==> config.mk <==
export PLATFORM = sky130hd
export DESIGN_NAME = edge_timed_serial_receiver_7e1
export DESIGN_NICKNAME = d
export VERILOG_FILES = /design/src/etsr_pkg.sv /design/src/edge_timed_serial_receiver_7e1.sv /design/src/etsr_ctrl.sv /design/src/etsr_datapath.sv
export SDC_FILE = /design/constraint.sdc
export NUM_CORES = 1
export LEC_CHECK = 0
export ABC_AREA = 1
export BUFFER_PORTS_ARGS = -buffer_cell sky130_fd_sc_hd__buf_2
export CELL_PAD_IN_SITES_DETAIL_PLACEMENT = 0
export CELL_PAD_IN_SITES_GLOBAL_PLACEMENT = 1
export CORE_ASPECT_RATIO = 0.7
export CORE_MARGIN = 1
export CORE_UTILIZATION = 39
export CTS_CLUSTER_SIZE = 10
export DETAILED_ROUTE_END_ITERATION = 10
export PLACE_DENSITY_LB_ADDON = 0.1
export SLEW_MARGIN = 20
export SYNTH_ARGS = -nofsm -noshare
export SYNTH_HDL_FRONTEND = slang
export SYNTH_SLANG_ARGS = --single-unit
==> constraint.sdc <==
create_clock -name i_clk -period 2.2 [get_ports i_clk]
set_clock_uncertainty 0.05 [all_clocks]
set_input_delay 0.33 -clock i_clk [delete_from_list [all_inputs] [get_ports i_clk]]
set_output_delay 0.33 -clock i_clk [all_outputs]
set_load 0.1 [all_outputs]
==> src/etsr_pkg.sv <==
// shared types and constants for the edge-timed 7e1 serial receiver
// no dependencies

package etsr_pkg;

    localparam int TIME_W        = 16;
    localparam int TICKS_PER_BIT = 4;
    localparam int IDLE_GAP_BITS = 9;
    localparam int GAP_TICKS     = IDLE_GAP_BITS * TICKS_PER_BIT;
    localparam int DATA_BITS     = 7;
    localparam int SLOT_W        = 4;
    localparam int CNT_W         = $clog2((GAP_TICKS + 1) / TICKS_PER_BIT + 1);
    localparam int IDX_W         = $clog2(DATA_BITS);

    localparam logic [SLOT_W-1:0] SLOT_START  = SLOT_W'(0);
    localparam logic [SLOT_W-1:0] SLOT_PARITY = SLOT_W'(DATA_BITS + 1);

    localparam int IN_TDATA_W  = 24;
    localparam int OUT_TDATA_W = 16;

    localparam logic KIND_CHAR = 1'b0;
    localparam logic KIND_END  = 1'b1;

    typedef enum logic [1:0] {
        ST_IDLE,
        ST_SLOTS,
        ST_FILL,
        ST_END
    } t_state;

    typedef struct packed {
        logic load;
        logic step;
        logic finish;
        logic end_mark;
    } t_cmd;

    typedef struct packed {
        logic rx_active;
        logic in_gap;
        logic in_change;
        logic slots_zero;
        logic slot_zero;
        logic out_free;
    } t_status;

endpackage

==> src/edge_timed_serial_receiver_7e1.sv <==
// edge-timed 7e1 serial receiver: one sample event in, 0 to 2 results out
// an event is accepted only while idle; an edge during a message then decodes the elapsed
// bit slots, and a gap fills the remaining slots of the character and then emits the end marker,
// one bit slot per cycle while the output register is free; output stalls hold the decoding
// synchronous active-low reset: line held high, receiver idle, no result pending
// depends on etsr_pkg, etsr_ctrl, etsr_datapath

module edge_timed_serial_receiver_7e1 (
    input  logic        i_clk,
    input  logic        i_rst_n,
    input  logic        i_s_tvalid,
    output logic        o_s_tready,
    input  logic [23:0] i_s_tdata,   // tick_time[15:0], line_level[16], zero fill
    output logic        o_m_tvalid,
    input  logic        i_m_tready,
    output logic [15:0] o_m_tdata,   // data_char[6:0], parity_bad, framing_bad,
                                     // message_error, zero fill
    output logic        o_m_tuser    // kind
);

    etsr_pkg::t_cmd    cmd;
    etsr_pkg::t_status st;

    etsr_ctrl u_ctrl (
        .i_clk       (i_clk),
        .i_rst_n     (i_rst_n),
        .i_in_tvalid (i_s_tvalid),
        .o_in_tready (o_s_tready),
        .i_st        (st),
        .o_cmd       (cmd)
    );

    etsr_datapath u_dp (
        .i_clk        (i_clk),
        .i_rst_n      (i_rst_n),
        .i_cmd        (cmd),
        .o_st         (st),
        .i_in_tdata   (i_s_tdata),
        .o_out_tvalid (o_m_tvalid),
        .i_out_tready (i_m_tready),
        .o_out_tdata  (o_m_tdata),
        .o_out_tuser  (o_m_tuser)
    );

`ifndef SYNTHESIS
    a_end_no_char: assert property (@(posedge i_clk) disable iff (!i_rst_n)
        (o_m_tvalid && o_m_tuser == etsr_pkg::KIND_END) |-> (o_m_tdata[8:0] == 9'd0))
        else $error("end marker carries character bits or flags");

    a_step_room: assert property (@(posedge i_clk) disable iff (!i_rst_n)
        (cmd.step || cmd.end_mark) |-> st.out_free)
        else $error("decode step while output register is occupied");

    a_accept_idle: assert property (@(posedge i_clk) disable iff (!i_rst_n)
        (cmd.step || cmd.finish || cmd.end_mark) |-> !o_s_tready)
        else $error("input accepted while an event is still in work");
`endif

endmodule

==> src/etsr_ctrl.sv <==
// controller state machine: sequences slot decoding and result emission
// depends on etsr_pkg

module etsr_ctrl (
    input  logic              i_clk,
    input  logic              i_rst_n,
    input  logic              i_in_tvalid,
    output logic              o_in_tready,
    input  etsr_pkg::t_status i_st,
    output etsr_pkg::t_cmd    o_cmd
);

    etsr_pkg::t_state r_state;
    etsr_pkg::t_state n_state;

    always_ff @(posedge i_clk) begin
        if (!i_rst_n) begin
            r_state <= etsr_pkg::ST_IDLE;
        end else begin
            r_state <= n_state;
        end
    end

    always_comb begin
        n_state     = r_state;
        o_cmd       = '0;
        o_in_tready = 1'b0;
        case (r_state)
            etsr_pkg::ST_IDLE: begin
                o_in_tready = 1'b1;
                if (i_in_tvalid) begin
                    o_cmd.load = 1'b1;
                    if (i_st.rx_active && i_st.in_gap) begin
                        n_state = etsr_pkg::ST_FILL;
                    end else if (i_st.rx_active && i_st.in_change) begin
                        n_state = etsr_pkg::ST_SLOTS;
                    end
                end
            end
            etsr_pkg::ST_SLOTS: begin
                if (i_st.slots_zero) begin
                    o_cmd.finish = 1'b1;
                    n_state      = etsr_pkg::ST_IDLE;
                end else if (i_st.out_free) begin
                    o_cmd.step = 1'b1;
                end
            end
            etsr_pkg::ST_FILL: begin
                if (i_st.slot_zero) begin
                    n_state = etsr_pkg::ST_END;
                end else if (i_st.out_free) begin
                    o_cmd.step = 1'b1;
                end
            end
            etsr_pkg::ST_END: begin
                if (i_st.out_free) begin
                    o_cmd.end_mark = 1'b1;
                    n_state        = etsr_pkg::ST_IDLE;
                end
            end
            default: begin
                n_state = etsr_pkg::ST_IDLE;
            end
        endcase
    end

endmodule

==> src/etsr_datapath.sv <==
// datapath: edge timing, slot decoder, character registers, output register
// depends on etsr_pkg

module etsr_datapath (
    input  logic                                i_clk,
    input  logic                                i_rst_n,
    input  etsr_pkg::t_cmd                      i_cmd,
    output etsr_pkg::t_status                   o_st,
    input  logic [etsr_pkg::IN_TDATA_W-1:0]     i_in_tdata,
    output logic                                o_out_tvalid,
    input  logic                                i_out_tready,
    output logic [etsr_pkg::OUT_TDATA_W-1:0]    o_out_tdata,
    output logic                                o_out_tuser
);

    logic                              r_held;
    logic [etsr_pkg::TIME_W-1:0]       r_last;
    logic                              r_receiving;
    logic [etsr_pkg::SLOT_W-1:0]       r_slot;
    logic [etsr_pkg::DATA_BITS-1:0]    r_bits;
    logic [1:0]                        r_flags;
    logic                              r_err;
    logic [etsr_pkg::CNT_W-1:0]        r_slots_left;
    logic [etsr_pkg::TIME_W-1:0]       r_now;
    logic                              r_lvl;
    logic                              r_out_valid;
    logic                              r_out_kind;
    logic [etsr_pkg::DATA_BITS-1:0]    r_out_char;
    logic                              r_out_par;
    logic                              r_out_frm;
    logic                              r_out_merr;

    logic                              n_held;
    logic [etsr_pkg::TIME_W-1:0]       n_last;
    logic                              n_receiving;
    logic [etsr_pkg::SLOT_W-1:0]       n_slot;
    logic [etsr_pkg::DATA_BITS-1:0]    n_bits;
    logic [1:0]                        n_flags;
    logic                              n_err;
    logic [etsr_pkg::CNT_W-1:0]        n_slots_left;
    logic                              n_out_valid;
    logic                              n_out_kind;
    logic [etsr_pkg::DATA_BITS-1:0]    n_out_char;
    logic                              n_out_par;
    logic                              n_out_frm;
    logic                              n_out_merr;

    logic [etsr_pkg::TIME_W-1:0]       in_now;
    logic                              in_lvl;
    logic [etsr_pkg::TIME_W-1:0]       elapsed;
    logic [etsr_pkg::TIME_W:0]         elapsed_p1;
    logic                              gap;
    logic [etsr_pkg::IDX_W-1:0]        bit_idx;
    logic [1:0]                        stop_flags;

    assign in_now     = i_in_tdata[etsr_pkg::TIME_W-1:0];
    assign in_lvl     = i_in_tdata[etsr_pkg::TIME_W];
    assign elapsed    = in_now - r_last;
    assign elapsed_p1 = {1'b0, elapsed} + (etsr_pkg::TIME_W+1)'(1);
    assign gap        = elapsed > etsr_pkg::TIME_W'(etsr_pkg::GAP_TICKS);
    assign bit_idx    = etsr_pkg::IDX_W'(r_slot - etsr_pkg::SLOT_W'(1));
    assign stop_flags = {r_flags[1] | ~r_held, r_flags[0]};

    assign o_st.rx_active  = r_receiving;
    assign o_st.in_gap     = gap;
    assign o_st.in_change  = in_lvl != r_held;
    assign o_st.slots_zero = r_slots_left == '0;
    assign o_st.slot_zero  = r_slot == etsr_pkg::SLOT_START;
    assign o_st.out_free   = !r_out_valid || i_out_tready;

    always_comb begin
        n_held       = r_held;
        n_last       = r_last;
        n_receiving  = r_receiving;
        n_slot       = r_slot;
        n_bits       = r_bits;
        n_flags      = r_flags;
        n_err        = r_err;
        n_slots_left = r_slots_left;
        n_out_valid  = r_out_valid && !i_out_tready;
        n_out_kind   = r_out_kind;
        n_out_char   = r_out_char;
        n_out_par    = r_out_par;
        n_out_frm    = r_out_frm;
        n_out_merr   = r_out_merr;

        if (i_cmd.load) begin
            n_slots_left = etsr_pkg::CNT_W'(elapsed_p1 / etsr_pkg::TICKS_PER_BIT);
            if (!r_receiving) begin
                if (r_held && !in_lvl) begin
                    n_receiving = 1'b1;
                    n_slot      = etsr_pkg::SLOT_START;
                    n_bits      = '0;
                    n_flags     = '0;
                    n_err       = 1'b0;
                end
                if (in_lvl != r_held) begin
                    n_held = in_lvl;
                    n_last = in_now;
                end
            end
        end

        if (i_cmd.step) begin
            n_slots_left = r_slots_left - etsr_pkg::CNT_W'(1);
            if (r_slot == etsr_pkg::SLOT_START) begin
                n_bits  = '0;
                n_flags = {r_held, 1'b0};
                n_slot  = r_slot + etsr_pkg::SLOT_W'(1);
            end else if (r_slot < etsr_pkg::SLOT_PARITY) begin
                n_bits[bit_idx] = r_held;
                n_slot          = r_slot + etsr_pkg::SLOT_W'(1);
            end else if (r_slot == etsr_pkg::SLOT_PARITY) begin
                n_flags[0] = r_flags[0] | (r_held != ^r_bits);
                n_slot     = r_slot + etsr_pkg::SLOT_W'(1);
            end else begin
                // stop bit: character done
                n_err       = r_err | (|stop_flags);
                n_out_valid = 1'b1;
                n_out_kind  = etsr_pkg::KIND_CHAR;
                n_out_char  = r_bits;
                n_out_par   = stop_flags[0];
                n_out_frm   = stop_flags[1];
                n_out_merr  = r_err | (|stop_flags);
                n_bits      = '0;
                n_flags     = '0;
                n_slot      = etsr_pkg::SLOT_START;
            end
        end

        if (i_cmd.finish || i_cmd.end_mark) begin
            n_held = r_lvl;
            n_last = r_now;
        end

        if (i_cmd.end_mark) begin
            n_out_valid = 1'b1;
            n_out_kind  = etsr_pkg::KIND_END;
            n_out_char  = '0;
            n_out_par   = 1'b0;
            n_out_frm   = 1'b0;
            n_out_merr  = r_err;
            n_receiving = 1'b0;
            n_slot      = etsr_pkg::SLOT_START;
            n_bits      = '0;
            n_flags     = '0;
            n_err       = 1'b0;
        end
    end

    always_ff @(posedge i_clk) begin
        if (!i_rst_n) begin
            r_held       <= 1'b1;
            r_last       <= '0;
            r_receiving  <= 1'b0;
            r_slot       <= etsr_pkg::SLOT_START;
            r_bits       <= '0;
            r_flags      <= '0;
            r_err        <= 1'b0;
            r_slots_left <= '0;
            r_out_valid  <= 1'b0;
        end else begin
            r_held       <= n_held;
            r_last       <= n_last;
            r_receiving  <= n_receiving;
            r_slot       <= n_slot;
            r_bits       <= n_bits;
            r_flags      <= n_flags;
            r_err        <= n_err;
            r_slots_left <= n_slots_left;
            r_out_valid  <= n_out_valid;
        end
    end

    always_ff @(posedge i_clk) begin
        if (i_cmd.load) begin
            r_now <= in_now;
            r_lvl <= in_lvl;
        end
        r_out_kind <= n_out_kind;
        r_out_char <= n_out_char;
        r_out_par  <= n_out_par;
        r_out_frm  <= n_out_frm;
        r_out_merr <= n_out_merr;
    end

    assign o_out_tvalid = r_out_valid;
    assign o_out_tuser  = r_out_kind;
    assign o_out_tdata  = {(etsr_pkg::OUT_TDATA_W - etsr_pkg::DATA_BITS - 3)'(0),
                           r_out_merr, r_out_frm, r_out_par, r_out_char};

endmodule

# --- Word level (Yosys, flattened, before mapping) ---
# Index checks and enable logic that the tools add are counted.
totals:
  regBits: 67
  in_bits: 28
  out_inout_bits: 19
  elab_cells: 147
op_classes:
  add_sub_neg: 5
  order_cmp: 4
  n_eq_ne: 16
  mux: 71
  bitwise: 8
  n_reduce_logical: 26
ops:
  columns: ["cell", "n"]
  rows:
  - ["16-bit two-way mux", 4]
  - ["7-bit two-way mux", 7]
  - ["4-bit two-way mux", 9]
  - ["1-bit two-way mux", 35]
  - ["2-bit two-way mux", 12]
  - ["16-bit by 6-bit greater-than comparator with 1-bit output (second input constant)", 1]
  - ["16-bit subtractor", 1]
  - ["2-bit != test (second input constant)", 6]
  - ["2-bit nonzero test", 5]
  - ["4-bit zero test", 2]
  - ["2-bit one-hot mux with 4 select lines", 1]
  - ["4-bit AND reduction", 2]
  - ["7-bit bitwise mux", 1]
  - ["7-bit XOR reduction", 1]
  - ["6-bit by 1-bit adder with 6-bit output (second input constant)", 1]
  - ["2-bit by 1-bit != test with 1-bit output (second input constant)", 3]
  - ["3-bit AND reduction", 2]
  - ["1-bit logical AND", 5]
  - ["1-bit inverter", 5]
  - ["5-bit AND reduction", 1]
  - ["4-bit by 1-bit adder with 4-bit output (second input constant)", 1]
  - ["2-bit == test (second input constant)", 2]
  - ["4-bit == test (second input constant)", 1]
  - ["3-bit by 4-bit less-than comparator with 1-bit output (second input constant)", 1]
  - ["14 further kinds", 21]

# --- Longest topological paths before layout ---
logic_depth:
  ltp_word: 9
  depth_mapped: 20
  ltp_nobuf: 20

# --- Modules after synthesis ---
# A second synthesis with hierarchy kept.
hier_totals:
  hier_cells: 656
  hier_area_um2: 4515.6
modules_own_cells:
  columns: ["module", "instances", "cells_each", "area_per_inst_um2", "seq_area_each_um2"]
  rows:
  - ["etsr_datapath", 1, 608, 4229.1, 1481.4]
  - ["etsr_ctrl", 1, 48, 286.5, 40.0]

# --- Worst setup path before layout ---
# Ideal clock, no wire load.
synth_path:
  path_type: "register -> register"
  startpoint: "register u_ctrl.r_state[0]"
  endpoint: "register u_dp.r_bits[2] (netlist bit)"
  setup_time_ps: 132
  arrival_time_ps: 2725
  required_time_ps: 2018
  setup_slack_ps: -707
  path_stages_with_launch: 14
  path_buffers: 0
  synth_period_minus_slack_ps: 2907
  cell_sequence: "dfxtp_1 inv_1 ha_1 nand2_1 inv_1 nand2_1 nor2_1 inv_2 nand2_1 nand2_1 o21ai_0 o22ai_1 nand2_1 a21oi_1"
synth_rtl:
  columns: ["element", "line_no", "source"]
  rows:
  - ["start, declared", "etsr_ctrl.sv:13", "etsr_pkg::t_state r_state;"]
  - ["start signal, assigned", "etsr_ctrl.sv:18", "r_state <= etsr_pkg::ST_IDLE;"]
  - ["start signal, assigned", "etsr_ctrl.sv:20", "r_state <= n_state;"]
  - ["end signal, assigned", "etsr_datapath.sv:167", "r_bits <= n_bits;"]
  - ["end, declared", "etsr_datapath.sv:20", "logic [etsr_pkg::DATA_BITS-1:0] r_bits;"]

# --- Final worst setup path ---
layout_path:
  startpoint: "register u_dp.r_last[0] (netlist bit)"
  endpoint: "register u_ctrl.r_state[1]"
layout_between:
  elab_chain_cells: 6
  elab_cells_between_ends: 8
  classes_between: "add/sub (1); order compare (1); eq/ne (1); mux (3); reduce/logical (2)"
layout_rtl:
  columns: ["element", "line_no", "source"]
  rows:
  - ["start, declared", "etsr_datapath.sv:17", "logic [etsr_pkg::TIME_W-1:0] r_last;"]
  - ["start signal, assigned", "etsr_datapath.sv:164", "r_last <= n_last;"]
  - ["16-bit subtractor (*)", "etsr_datapath.sv:58", "assign elapsed = in_now - r_last;"]
  - ["16-bit by 6-bit greater-than comparator with 1-bit output (*)", "etsr_datapath.sv:60", "assign gap = elapsed > etsr_pkg::TIME_W'(etsr_pkg::GAP_TICKS);"]
  - ["1-bit logical AND (*)", "etsr_ctrl.sv:33", "if (i_st.rx_active && i_st.in_gap) begin"]
  - ["2-bit two-way mux", "etsr_ctrl.sv:33", null]
  - ["2-bit two-way mux", "etsr_ctrl.sv:31", "if (i_in_tvalid) begin"]
  - ["2-bit one-hot mux with 4 select lines", "etsr_ctrl.sv:28", "case (r_state)"]
# Mark *: on every way between the ends. The rest lies on a longest branch, timed or not. The select of a mux whose other input is x is not followed.
# A chain may end at the register's enable or synchronous reset.

==> results by group <==
Critical path
  – Slowest cell on crit path: fa_2
  – Cell family with most CP delay: simple AND/OR/NAND/NOR gates
  – Crit path kind: reg -> reg
  – CP cell instances: ha_4 -> fa_2 -> buf_4 -> xnor2_2 -> nand2_1 -> nand3_2 -> nand2_2 -> nand3_2 -> nor2_2 -> nand3_2 -> nand2_2 -> nand2_2 -> nand2_4 -> nand2_1 -> nand2_1 -> nor2_1
  – Worst path max stage delay: about 0.40 ns
  – Critical Path Source Type: flop
  – CP required: ~2.4 ns
  – CP Buf/Inv Count: 1
  – Setup crit end kind: flop
  – Worst-path fanout max: 4
  – Arrival @ worst endpoint: ~2.5 ns

Cells and area
  – Final core occ: 0.5025
  – Final net count: 762
  – Storage cell area: around 1500 um2
  – Fin area: around 5600 um2
  – Share of cells above drive strength 1: 0.2409
  – Filler cells: roughly 1,100
  – Layout overhead on the synthesized area: 25.33%
  – Antenna Cells: 0
  – Multi-input gate area: 2546 um2

Power and ir drop
  – Leakage: between 0.002 and 0.003 uW
  – Tot Pwr: roughly 7300 uW
  – Worst vdd ir: about 0.53 mV
  – Pwr/cell area: roughly 1300 nW/um2

Logic synthesis
  – Post-synth top cells: nand2_1 (149), inv_1 (113), nor2_1 (52)
  – Post-synth EDFFs: 18
  – Most common cell in the netlist: nand2_1
  – Netlist cell types: 43
  – Synth top area cells: dfxtp_1 (22%), nand2_1 (13%), edfxtp_1 (12%)
  – Largest area contributor in the netlist: dfxtp_1
  – Sequential share of the synthesized area: 0.3434
  – #FFs+latches synth: 67
  – Synth warn: 0
  – Synthesized netlist cell count: about 640
  – Mean Syn Cell Area: 6.977 um2
  – Yosys top cell area share: 0.2214
  – Cell Area, Synth: 4430 um2
  – Ys async rst share: 0
  – Most common flop cell mapped by yosys: dfxtp_1

Detailed routing
  – Post-route ant nets: 0
  – DR vias: around 4,200
  – 1st-iter DRT viols: just over 200
  – Post-Route WL: around 11,000 um
  – Drt drc: 0
  – DRT Pass-1 Iters: 4
  – DR vias/cell: slightly below 5
  – Wire per inst: approximately 13 um

Timing
  – Final setup viols: 3
  – Measured slew at the worst slew-check pin: 0.6300 ns
  – Final Max Tran Viols: 0
  – Max Freq: between 400 and 500 MHz
  – RSZ-0062 raised after global routing: yes
  – Slew margin rel.: 0.5790
  – Final worst setup slack: -0.1115 ns
  – Fin. Hold Viols: 0
  – Final Cycle Share: 1.051
  – Fin crit period: ~2.3 ns

Place
  – Gpl congestion: approximately 0.81
  – DP Wirelength: 8318 um
  – IO buf count: 33
  – Placed cell area: 5034 um2
  – Dpl ws: -0.3837 ns

Die
  – Io pins: 47
  – Initial core utilization: 0.4009
  – Height of the chip: 91.18 um
  – # rows: 32
  – Core box area: roughly 11,000 um2
  – Total die area: approximately 12,000 um2
  – Width of the die: 129.4 um

Clock tree
  – CTS max path bufs: 2
  – Clock transition at path regs: ~0.06 ns
  – Clock network latency to the later pin of the worst-skew pair: roughly 0.34 ns
  – CTS Buf Count: 9
  – Hold buffers post-CTS: 0
  – Clk sink count: 67
  – CTS root buffer: clkbuf_16
  – CTS tree: built
  – CTS H-tree depth: 3

Flow run
  – Max Cap Viol: 0

GRT
  – Total GRT Usage: 0.2114
  – Vias in the first global route: roughly 3,900
  – Initial antenna violation count: 0
  – GRT overflow: 0
  – First-pass GRT wire length: 19,300 um
  – Largest net degree at the start of global routing: 29

Outcome
  – Failing checks: negative setup slack
  – Status: finished with violations

Min path
  – Hold Crit Class: in -> reg
==> layer usage <==
layer | GRT usage | vias to the layer above | routed length (um)
li1 | - | 2178 | -
met1 | 0.3350 | 1910 | 6540
met2 | 0.2778 | 82 | 4263
met3 | 0.03948 | 17 | 484
met4 | 0.06471 | 0 | 154
met5 | 0 | - | 0
==> cell families after synthesis <==
kind of cell    after synthesis  share of synthesized area
simple gates                286                     0.2872
buf+inv                     141                     0.1305
compound gates              105                     0.1460
flops                        67                     0.3434
fa+ha+maj                    25                    0.07230
xor+xnor                     10                    0.01977
other cells                   1                  0.0008464
==> registers in the layout (all words and copies together), names as in the netlist, 2 cells and up <==
register	count
u_dp.r_last	16
u_dp.r_now	16
u_dp.r_bits	7
u_dp.r_out_char	7
u_dp.r_slot	4
u_dp.r_slots_left	4
u_ctrl.r_state	2
u_dp.r_flags	2
==> through the flow <==
| step | setup TNS [ns] | instances | hold slack (ns) |
|---|---|---|---|
| 5_1_grt | -0.6834 | 867 | 0.1287 |
| 4_1_cts | -0.04478 | 866 | 0.1255 |
| 2_1_floorplan | 0 | 640 | 0.3789 |
| 3_5_place_dp | -0.8426 | 847 | 0.3833 |
| 6_report | -0.2024 | 867 | 0.1345 |
| 3_3_place_gp | -0.6757 | 847 | 0.3724 |
==> cell type report <==
cell class              instances  area share
clock inverters                 6    0.008112
well taps                     153     0.03448
clock buffers                  10     0.04507
inverters                     117     0.08067
repair buffers                 82     0.09892
multi-input cells             432      0.4585
flip-flops and latches         67      0.2742
==> layout by cell type, fill, tap and decap left out, types with 3 or more instances in the layout <==
cell type | Yosys | final
clkbuf_16 | 0 | 10
edfxtp_1 | 18 | 18
inv_1 | 113 | 110
nand3_1 | 42 | 35
nor2_4 | 1 | 3
o22ai_1 | 4 | 4
a21oi_1 | 28 | 24
buf_2 | 5 | 33
nor2_2 | 9 | 11
xnor2_1 | 6 | 5
a211oi_1 | 3 | 3
buf_4 | 9 | 47
o21ai_0 | 28 | 27
inv_4 | 0 | 3
nand3_2 | 5 | 11
dfxtp_1 | 49 | 48
conb_1 | 1 | 6
inv_2 | 4 | 4
ha_1 | 24 | 18
a21oi_2 | 1 | 5
nand2_1 | 149 | 140
xor2_1 | 4 | 4
o21ai_1 | 2 | 3
nand4_1 | 4 | 4
nor2_1 | 52 | 48
o211ai_1 | 29 | 29
ha_4 | 0 | 6
nand2_2 | 11 | 19
a31oi_1 | 5 | 5
==> report_power, final <==
part           leakage (uW)  switching, uW  internal (uW)
Combinational       0.00197           2560           1630
Clock              0.000145            599            838
Sequential         0.000571            131           1580
Total               0.00269           3290           4060
==> final timing paths <==
| path | slack [ns] | start | to | cells past startpoint |
|---|---|---|---|---|
| max | -0.11 | u_dp.r_last[0] | u_ctrl.r_state[1] | 16 |
| min | 0.13 | i_s_tdata[0] | u_dp.r_now[0] | 1 |
| max reg2reg | -0.11 | u_dp.r_last[0] | u_ctrl.r_state[1] | 16 |
| min reg2reg | 0.39 | u_dp.o_out_tuser | u_dp.o_out_tuser | 2 |
==> what timing repair did <==
| action | CTS | global route |
|---|---|---|
| buffers inserted | 3 | 1 |
| pin swaps | 1 | 14 |
| gates resized for setup | 13 | 32 |
| endpoints found under the hold margin | 0 | 0 |
| setup endpoints to repair | 2 | 14 |
Note: power is estimated with default switching activity, not from simulation.
